--- src/hw/rtl/pru_queue.sv ---
// Small register queue between the front and back parts.
`default_nettype none
module pru_queue #(
  parameter int DATA_W = 8
) (
  input  wire logic              clk,
  input  wire logic              rst_n,
  input  wire logic              push,
  input  wire logic [DATA_W-1:0] push_data,
  input  wire logic              pop,
  output      logic [DATA_W-1:0] head_data,
  output      logic              full,
  output      logic              empty
);

  logic [DATA_W-1:0] slot_r [2];
  logic              wr_ptr_r, wr_ptr_nxt;
  logic              rd_ptr_r, rd_ptr_nxt;
  logic [1:0]        count_r, count_nxt;

  assign full      = (count_r == 2'd2);
  assign empty     = (count_r == 2'd0);
  assign head_data = slot_r[rd_ptr_r];

  always_comb begin
    wr_ptr_nxt = push ? ~wr_ptr_r : wr_ptr_r;
    rd_ptr_nxt = pop ? ~rd_ptr_r : rd_ptr_r;
    count_nxt  = count_r;
    if (push && !pop) begin
      count_nxt = count_r + 2'd1;
    end else if (pop && !push) begin
      count_nxt = count_r - 2'd1;
    end
  end

  always_ff @(posedge clk) begin
    if (!rst_n) begin
      wr_ptr_r <= 1'b0;
      rd_ptr_r <= 1'b0;
      count_r  <= 2'd0;
    end else begin
      wr_ptr_r <= wr_ptr_nxt;
      rd_ptr_r <= rd_ptr_nxt;
      count_r  <= count_nxt;
    end
  end

  always_ff @(posedge clk) begin
    if (push) begin
      slot_r[wr_ptr_r] <= push_data;
    end
  end

  assert property (@(posedge clk) disable iff (!rst_n) push && full |-> pop)
    else $error("queue overflow");
  assert property (@(posedge clk) disable iff (!rst_n) pop |-> !empty)
    else $error("queue underflow");
  assert property (@(posedge clk) disable iff (!rst_n) count_r <= 2'd2)
    else $error("queue count out of range");

endmodule
`default_nettype wire

--- config.mk ---
export PLATFORM = sky130hd
export DESIGN_NAME = pru_queue
export DESIGN_NICKNAME = d
export VERILOG_FILES = /design/src/hw/rtl/pru_queue.sv
export SDC_FILE = /design/constraint.sdc
export NUM_CORES = 1
export LEC_CHECK = 0
export ABC_AREA = 1
export BUFFER_PORTS_ARGS = -buffer_cell sky130_fd_sc_hd__buf_2
export CAP_MARGIN = 40
export CORE_MARGIN = 5
export CORE_UTILIZATION = 49
export CTS_CLUSTER_DIAMETER = 200
export DETAILED_ROUTE_END_ITERATION = 6
export PLACE_DENSITY = 0.75
export SKIP_LAST_GASP = 1
export SLEW_MARGIN = 40
export SYNTH_ARGS = -nofsm -noshare
export SYNTH_HDL_FRONTEND = slang
export SYNTH_SLANG_ARGS = --single-unit
--- constraint.sdc ---
create_clock -name clk -period 1.2 [get_ports clk]
set_input_delay 0 -clock clk [delete_from_list [all_inputs] [get_ports clk]]
set_output_delay 0 -clock clk [all_outputs]
set_load 0.01 [all_outputs]
==> results.json <==
{
  "run_status": "finished, final reports clean",
  "gp_congestion": 0.670,
  "number_of_global_route_vias_before_repair": 533,
  "critPathMaxFanout": 8,
  "synth_seq_cells": 21,
  "place.detailed.hpwl_microns": 865,
  "synth_flop_cell": "sky130_fd_sc_hd__edfxtp_1",
  "fin_hold_ws_ps": 9.66,
  "worst-setup-path-type": "register to primary output",
  "worst_ep_required_time_ps": 1200,
  "die_area_sq_mm": 0.00255,
  "drt_pass1_iterations": 3,
  "vias": 519,
  "routed_wire_length_per_instance_microns": 12.7,
  "tritoncts_num_sinks": 21,
  "vias_per_cell": 4.76,
  "share_comb_of_total_power": 0.181,
  "hold_path.class": "primary input to register",
  "syn_avg_cell_area_sq_um": 13.9,
  "p_sw_frac": 0.228,
  "clock_tree.buffer_depth": 2,
  "drt_wl_total_microns": 1380,
  "htree_num_levels": 1,
  "design.core.area_sq_mm": 0.00152,
  "edff_count_synth": 16,
  "synth-async-reset-ratio": 0,
  "finalMaxSlewViolations": 0,
  "grt_first_pass_wirelength_microns": 2200,
  "fill_cells": 108,
  "globalRouteTotalUtil": 0.113,
  "slew_headroom": 0.773,
  "netlist_area_sq_um": 805,
  "internal_power_uw": 1120,
  "synth_area_leader_cell": "sky130_fd_sc_hd__edfxtp_1",
  "fp.dieH_microns": 50.5,
  "finalSetupViolations": 0,
  "hold_viol_final": 0,
  "cts.root.buffer_cell": "sky130_fd_sc_hd__clkbuf_4",
  "cts.clk_slew.worst_paths_ps": 110,
  "ant_nets": 0,
  "p_per_area_mw_per_mm2": 1270,
  "relative_area_change_from_synthesis_to_final_layout_pct": 42.0,
  "placement.setup.worst_slack_ps": 169,
  "worst_skew_pair.late_latency_ps": 290,
  "grt_start_max_net_pins": 12,
  "clockPowerShare": 0.223,
  "power.total_uw": 1450,
  "die_x_microns": 50.5,
  "yosysMostFrequentCell": "sky130_fd_sc_hd__edfxtp_1",
  "post_synth_most_frequent_cells": "sky130_fd_sc_hd__edfxtp_1 (16), sky130_fd_sc_hd__inv_1 (8), sky130_fd_sc_hd__mux2_2 (8)",
  "peakVddDrop_mv": 0.977,
  "final.setup_skew_ps": 4.11,
  "starting_density": 0.528,
  "post_layout_nets": 107,
  "drtIter0Drc": 5,
  "cp-end-kind": "primary output",
  "syn_inst": 58,
  "yosys_top_cell_area_share": 0.597,
  "finalSetupTns_ps": 0,
  "drv.max_cap_violation_count": 0,
  "cp.arrival_ps": 1180,
  "cp-start-kind": "register",
  "synthesis.nets": 71,
  "post_route_cells_drive_above_1_share": 0.387,
  "ys_types": 16,
  "power.net_switching_uw": 331,
  "final_critical_path_setup_slack_ps": 17.6,
  "pin_count": 22,
  "cts_tree": "yes",
  "final_core_utilization": 0.750,
  "leakagePower_uw": 0.000502,
  "yosys_warnings": 0,
  "rows": 14,
  "fraction_of_power_consumed_by_sequential_logic": 0.596,
  "antenna_cells_inserted": 0,
  "max_freq_mhz": 846,
  "cts_buffers": 3,
  "port_buffers": 21,
  "final.period_utilization": 0.985,
  "setup_repair_after_global_routing_missed_its_margin": "true",
  "synth.yosys.seq_area_share": 0.722,
  "drt_drc_violations_left": 0,
  "final_critical_path_time_including_i_o_delays_and_setup_ps": 1180,
  "grt.overflow.total": 0,
  "yosys-top-cells-area": "sky130_fd_sc_hd__edfxtp_1 (60%), sky130_fd_sc_hd__dfxtp_1 (12%), sky130_fd_sc_hd__mux2_2 (11%)",
  "grt_antenna_before_repair": 0,
  "worst-slew-pin-transition_ps": 341
}
==> power by group through the flow <==
stage	Sequential, uW	Clock (uW)	Combinational (uW)
floorplan	862	0	120
CTS	860	328	208
global route	871	366	287
detailed placement	876	0	182
global placement	874	0	179
finish	864	324	263
==> sequential cells by signal, summed over array words and instances, names as in the netlist, named ones only <==
name and flops:
slot_r 16, count_r 2, rd_ptr_r 1, wr_ptr_r 1
==> layout by cell type, fill, tap and decap left out <==
| cell type | count |
|---|---|
| sky130_fd_sc_hd__nand2_1 | 4 |
| sky130_fd_sc_hd__nand2_2 | 1 |
| sky130_fd_sc_hd__mux2_4 | 8 |
| sky130_fd_sc_hd__a21oi_1 | 1 |
| sky130_fd_sc_hd__clkbuf_4 | 3 |
| sky130_fd_sc_hd__nor2_1 | 7 |
| sky130_fd_sc_hd__dfxtp_1 | 4 |
| sky130_fd_sc_hd__buf_2 | 13 |
| sky130_fd_sc_hd__buf_6 | 8 |
| sky130_fd_sc_hd__edfxtp_1 | 16 |
| sky130_fd_sc_hd__inv_1 | 8 |
| sky130_fd_sc_hd__dfxtp_4 | 1 |
| sky130_fd_sc_hd__inv_2 | 1 |
| sky130_fd_sc_hd__xnor2_1 | 1 |
| sky130_fd_sc_hd__nor3_1 | 1 |
| sky130_fd_sc_hd__buf_4 | 1 |
| sky130_fd_sc_hd__ha_1 | 1 |
| sky130_fd_sc_hd__dlygate4sd3_1 | 10 |
| sky130_fd_sc_hd__o21ai_0 | 1 |
| sky130_fd_sc_hd__clkbuf_1 | 1 |
| sky130_fd_sc_hd__nand4_1 | 1 |
| sky130_fd_sc_hd__nand3_1 | 1 |
==> final timing paths <==
path / from / cells after the start / slack [ps] / endpoint
setup / recovery: register / 2 / 20 / head_data[2]
hold / removal: pop / 3 / 10 / rd_ptr_r
setup reg to reg: wr_ptr_r / 2 / 180 / slot_r[1][0]
hold reg to reg: wr_ptr_r / 2 / 530 / wr_ptr_r
==> layout make-up <==
cell class | count | area [sq um] | share of cell area
Multi-Input combinational cell | 27 | 215 | 0.188
Sequential cell | 21 | 584 | 0.511
Timing Repair Buffer | 32 | 263 | 0.230
Inverter | 9 | 33.8 | 0.0296
Clock buffer | 4 | 26.3 | 0.0230
Tap cell | 16 | 20.0 | 0.0175
==> worst max-delay path, cell delays in order (launching register included) <==
cell	delay [ps]
sky130_fd_sc_hd__dfxtp_4	450
sky130_fd_sc_hd__mux2_4	320
sky130_fd_sc_hd__buf_6	120
==> through the flow <==
stage	cells	area [sq um]
finish	109	1140
floorplan	58	805
global route	109	1140
global placement	95	932
detailed placement	95	932
CTS	109	1060
==> logic make-up after synthesis <==
kind of cell / after synthesis / share of synthesized area
buffers and inverters: 10 / 0.0482
muxes: 8 / 0.112
adders and majority gates: 1 / 0.0155
and+or+nand+nor: 15 / 0.0793
AOI/OAI and AO/OA: 2 / 0.0124
DFF: 21 / 0.722
xor gates and xnor gates: 1 / 0.0109
==> layer usage <==
layer  vias to the layer above  global-route usage  wire (microns)
li1                        268                   -               -
met5                         -                   0               0
met3                         4              0.0266              68
met4                         0              0.0511              25
met2                        13               0.194             720
met1                       234               0.133             569
==> repair_timing <==
item / 4_1_cts / 5_1_grt
setup buffers: 0 / 0
endpoints found under the hold margin: 21 / 0
hold buffers: 10 / 0
resized for setup: 2 / 16
setup endpoints to repair: 8 / 8
Power figures use the tool's default switching activity.
