--- src/hw/rtl/pru_pkg.sv ---
// Shared types and constants for the pixel replication upscaler.
`default_nettype none
package pru_pkg;

  localparam int MAX_WIDTH_DEF = 1024;
  localparam int FACTOR_W      = 7;
  localparam int SRC_W_W       = 11;
  localparam int CFG_DATA_W    = 11;
  localparam int CFG_IDX_W     = 1;
  localparam int FACTOR_LIMIT  = 100;

  localparam logic [CFG_IDX_W-1:0] REG_SCALE_FACTOR = 1'd0;
  localparam logic [CFG_IDX_W-1:0] REG_SOURCE_WIDTH = 1'd1;

  localparam logic [1:0] STATUS_OK       = 2'd0;
  localparam logic [1:0] STATUS_NO_LINE  = 2'd1;
  localparam logic [1:0] STATUS_LINE_HELD = 2'd2;

  localparam logic MODE_LOAD = 1'b0;
  localparam logic MODE_EMIT = 1'b1;

  typedef struct packed {
    logic       mode;
    logic [7:0] blue_in;
    logic [7:0] green_in;
    logic [7:0] red_in;
  } in_item_t;

  typedef struct packed {
    logic [1:0] status;
    logic [7:0] blue_out;
    logic [7:0] green_out;
    logic [7:0] red_out;
    logic       row_end;
    logic [1:0] pad_bytes;
    logic       line_done;
  } out_item_t;

  // Per-result flags that travel from the front to the back with the read address.
  typedef struct packed {
    logic [1:0] status;
    logic       row_end;
    logic [1:0] pad_bytes;
    logic       line_done;
  } cmd_t;

  localparam int CMD_W = $bits(cmd_t);

endpackage
`default_nettype wire

--- src/hw/rtl/pru_back.sv ---
// Back part: line store read and result output register.
`default_nettype none
module pru_back #(
  parameter int ADDR_W = 10
) (
  input  wire logic                             clk,
  input  wire logic                             rst_n,
  input  wire logic [ADDR_W+pru_pkg::CMD_W-1:0] q_head,
  input  wire logic                             q_empty,
  output      logic                             q_pop,
  output      logic                             ram_re,
  output      logic [ADDR_W-1:0]                ram_raddr,
  input  wire logic [23:0]                      ram_rdata,
  output      logic                             back_busy,
  output      logic                             out_valid,
  input  wire logic                             out_stall,
  output      pru_pkg::out_item_t               out_item
);
  import pru_pkg::*;

  logic      s1_v_r, s1_v_nxt;
  cmd_t      s1_cmd_r;
  logic      out_valid_r, out_valid_nxt;
  out_item_t out_item_r;
  logic      out_free, s1_move;
  out_item_t res;

  assign out_free  = !out_valid_r || !out_stall;
  assign s1_move   = s1_v_r && out_free;
  assign q_pop     = !q_empty && (!s1_v_r || out_free);
  assign ram_re    = q_pop;
  assign ram_raddr = q_head[ADDR_W+CMD_W-1:CMD_W];
  assign back_busy = s1_v_r;

  assign s1_v_nxt      = q_pop ? 1'b1 : (out_free ? 1'b0 : s1_v_r);
  assign out_valid_nxt = s1_move ? 1'b1 : (out_free ? 1'b0 : out_valid_r);

  always_comb begin
    res           = '0;
    res.status    = s1_cmd_r.status;
    res.row_end   = s1_cmd_r.row_end;
    res.pad_bytes = s1_cmd_r.pad_bytes;
    res.line_done = s1_cmd_r.line_done;
    if (s1_cmd_r.status == STATUS_OK) begin
      res.blue_out  = ram_rdata[7:0];
      res.green_out = ram_rdata[15:8];
      res.red_out   = ram_rdata[23:16];
    end
  end

  always_ff @(posedge clk) begin
    if (!rst_n) begin
      s1_v_r      <= 1'b0;
      out_valid_r <= 1'b0;
    end else begin
      s1_v_r      <= s1_v_nxt;
      out_valid_r <= out_valid_nxt;
    end
  end

  always_ff @(posedge clk) begin
    if (q_pop) begin
      s1_cmd_r <= q_head[CMD_W-1:0];
    end
    if (s1_move) begin
      out_item_r <= res;
    end
  end

  assign out_valid = out_valid_r;
  assign out_item  = out_item_r;

  assert property (@(posedge clk) disable iff (!rst_n)
      out_valid_r && out_item_r.status != STATUS_OK |-> out_item_r.red_out == 8'd0
      && out_item_r.row_end == 1'b0 && out_item_r.line_done == 1'b0)
    else $error("error result carries pixel data");
  assert property (@(posedge clk) disable iff (!rst_n)
      out_valid_r && !out_item_r.row_end |-> out_item_r.pad_bytes == 2'd0)
    else $error("padding off row end");
  assert property (@(posedge clk) disable iff (!rst_n)
      s1_v_r && !out_free |=> s1_v_r && $stable(s1_cmd_r))
    else $error("read stage lost while output stalled");

endmodule
`default_nettype wire

--- config.mk ---
export PLATFORM = sky130hd
export DESIGN_NAME = pru_back
export DESIGN_NICKNAME = d
export VERILOG_FILES = /design/src/hw/rtl/pru_pkg.sv /design/src/hw/rtl/pru_back.sv
export SDC_FILE = /design/constraint.sdc
export NUM_CORES = 1
export LEC_CHECK = 0
export BUFFER_PORTS_ARGS = -buffer_cell sky130_fd_sc_hd__clkbuf_2
export CAP_MARGIN = 20
export CORE_MARGIN = 2
export CORE_UTILIZATION = 30
export CTS_CLUSTER_SIZE = 16
export DETAILED_ROUTE_END_ITERATION = 7
export PLACE_DENSITY = 0.57
export SLEW_MARGIN = 25
export SYNTH_ARGS = -nofsm -noshare
export SYNTH_HDL_FRONTEND = slang
export SYNTH_SLANG_ARGS = --single-unit
--- constraint.sdc ---
create_clock -name clk -period 8.02 [get_ports clk]
set_input_delay 0.802 -clock clk [delete_from_list [all_inputs] [get_ports clk]]
set_output_delay 0.802 -clock clk [all_outputs]
set_load 0.05 [all_outputs]
==> run summary <==
Seq pwr share = 56.9%
number of synthesis warnings = 0
status = finished, final reports clean
WS Path Type = in2out
first-pass GRT wire length = 3750 um
Max VDD drop = 0.0733 mV
initial antenna violation count = 0
Final period util = 33.8%
drt via density = 4.25
Startpoint Class = input pin
Post-Syn Instances = 82
CP delay by family, top = compound AO/OA/AOI/OAI gates
Worst Reg-to-Reg Cells = 1
Antenna diodes = 0
die area = 0.00532 mm2
drt initial violations = 40
starting density of the core = 30.6%
TritonCTS Buffers = 5
Crit path arrival time = 1.91 ns
CTS Hold Bufs = 0
# resized after CTS = 0
Worst Tran Pin Value = 0.941 ns
worst-path maximum fanout = 8
Max-Cap Viols = 0
FF-to-FF Start = back_busy$_SDFFE_PN0P_
Synth cell types = 11
Int Power = 302 uW
Sw Share = 26.0%
share of cells above drive strength 1 = 52.8%
Post-Syn Area per Cell = 17.4 um2
CP Buf/Inv Count = 2
part of the power in combinational logic = 13.7%
Clock power frac = 29.4%
endpoints failing hold = 0
slowest cell on the critical path = a31oi_1
core area = 0.00466 mm2
CP Cell Sequence = clkbuf_2 -> a31oi_1 -> clkbuf_2
I/O pins = 88
largest net degree at the start of global routing = 31
Pwr Density = 224 mW/mm2
per-cell routed wire length = 12.2 um
Post-CTS Setup Inserts = 0
Setup crit end = ram_re
slowest stage delay, CP = 0.58 ns
CTS tree = done
port buffer count = 67
Remaining DRCs = 0
Max Slew Vio Count = 0
Area growth syn-to-layout = 27.7%
Critical Path RT = 7.22 ns
worst r2r dst = out_item[15]$_SDFFCE_PP0P_
Final Setup Violations = 0
unrepaired setup endpoints after global routing = no
total negative slack = 0 ns
Setup Skew = 0.00537 ns
register area = 0.00112 mm2
sw power = 106 uW
Final GP Congestion = 0.676
Leakage = 0.760 nW
Hold Crit Class = reg2reg
Tot Pwr = 408 uW
R2R setup slack = 6.45 ns
synthesized cell area = 0.00143 mm2
instance count on the critical path = 3
Multi-input gate area = 210 um2
post-route minimum period = 2.71 ns
CTS Buffer Depth = 2
die height = 72.9 um
iteration count of the initial detailed-routing pass = 4
post-synthesis net count = 126
vias in the first global route = 831
GRT Total Usage = 9.93%
H-tree depth = 2
row count = 25
grt ovf = 0
CTS root buf = clkbuf_8
synthesis-stage register bit count = 38
clock slew at reported path FFs = 0.07 ns
FILL cells = 446
Die X = 72.9 um
Clock Sinks = 38
Clk Latency, worst-skew pair = 0.28 ns
max frequency = 0.369 GHz
Critical Path Start = out_stall
most used cell, CP = clkbuf_2
via count = 841
Post-DRT Antenna Nets = 0
Seq/Total Area, Yosys = 78.7%
Setup crit end kind = output port
Routed WL = 2410 um
Slew HR = 37.1%
fin nets = 187
cell families (layout without fill, tap and decap cells):
logic type             after synthesis  in the layout  share of synthesized area [%]
DFF                                 38             38                           78.7
and+or+nand+nor                     27             27                           12.1
AOI/OAI and AO/OA                    4              4                           1.84
buffers and inverters               13             75                           7.37
metrics by stage:
step / utilization, % / hold slack [ns] / cell area, um2 / cells / setup slack, ns
2_1_floorplan: - / 0.400 / 1430 / 82 / 4.52
3_3_place_gp: 37.2 / 0.416 / 1730 / 190 / 5.35
3_5_place_dp: 37.2 / 0.406 / 1730 / 190 / 5.28
4_1_cts: 39.0 / 0.424 / 1820 / 198 / 5.28
5_1_grt: 39.0 / 0.433 / 1820 / 198 / 5.19
6_report: 39.0 / 0.422 / 1820 / 198 / 5.31
cells in the mapped netlist:
cell / count / share of area [%]
nor2b_1: 1 / 0.44
edfxtp_1: 36 / 76
a21boi_0: 2 / 1.1
nand3_1: 1 / 0.35
a21oi_1: 1 / 0.35
a31oi_1: 1 / 0.44
dfxtp_1: 2 / 2.8
nor2_4: 1 / 0.79
buf_4: 11 / 5.8
and2_1: 24 / 11
buf_6: 2 / 1.6
power groups by stage:
stage          logic, mW  clock network [mW]  registers, mW
2_1_floorplan     0.0249                   0          0.265
3_3_place_gp      0.0560                   0          0.236
5_1_grt           0.0597               0.136          0.233
3_5_place_dp      0.0567                   0          0.237
4_1_cts           0.0569               0.127          0.232
6_report          0.0560               0.120          0.232
state kept, by name (all words and copies together) (netlist names):
name and count:
res 6, out_item 30, out_valid 1, back_busy 1
how the worst min path moves through the flow:
| stage | start | to | depth (start not counted) | slack, ns |
|---|---|---|---|---|
| 6_report | res[0]$_DFFE_PP_ | out_item[0]$_DFFE_PP_ | 0 | 0.42 |
| 5_1_grt | res[0]$_DFFE_PP_ | out_item[0]$_DFFE_PP_ | 0 | 0.43 |
| 4_1_cts | res[0]$_DFFE_PP_ | out_item[0]$_DFFE_PP_ | 0 | 0.42 |
| 3_5_place_dp | res[0]$_DFFE_PP_ | out_item[0]$_DFFE_PP_ | 0 | 0.41 |
| 3_3_place_gp | res[3]$_DFFE_PP_ | out_item[3]$_DFFE_PP_ | 0 | 0.42 |
| 2_1_floorplan | res[0]$_DFFE_PP_ | out_item[0]$_DFFE_PP_ | 0 | 0.40 |
placed cells by master (no fill, tap or decap), types with 2 or more instances in the layout:
cell type | netlist | routed
and2_1 | 24 | 24
clkbuf_2 | 0 | 67
clkbuf_8 | 0 | 5
dfxtp_1 | 2 | 2
edfxtp_1 | 36 | 36
layout make-up:
cell class	instances	share of cell area, %
clock inverter	3	0.894
clock buffer	5	3.78
timing repair buffer	67	18.4
multi-input combinational	31	11.6
sequential	38	61.6
tap	54	3.71
per-layer routing:
layer	vias up	wire, um	track usage [%]
li1	397	-	-
met1	380	968	9.96
met2	58	1110	16.2
met3	6	296	5.39
met4	0	39	5.97
met5	-	0	0
(Power assumes the default switching activity.)
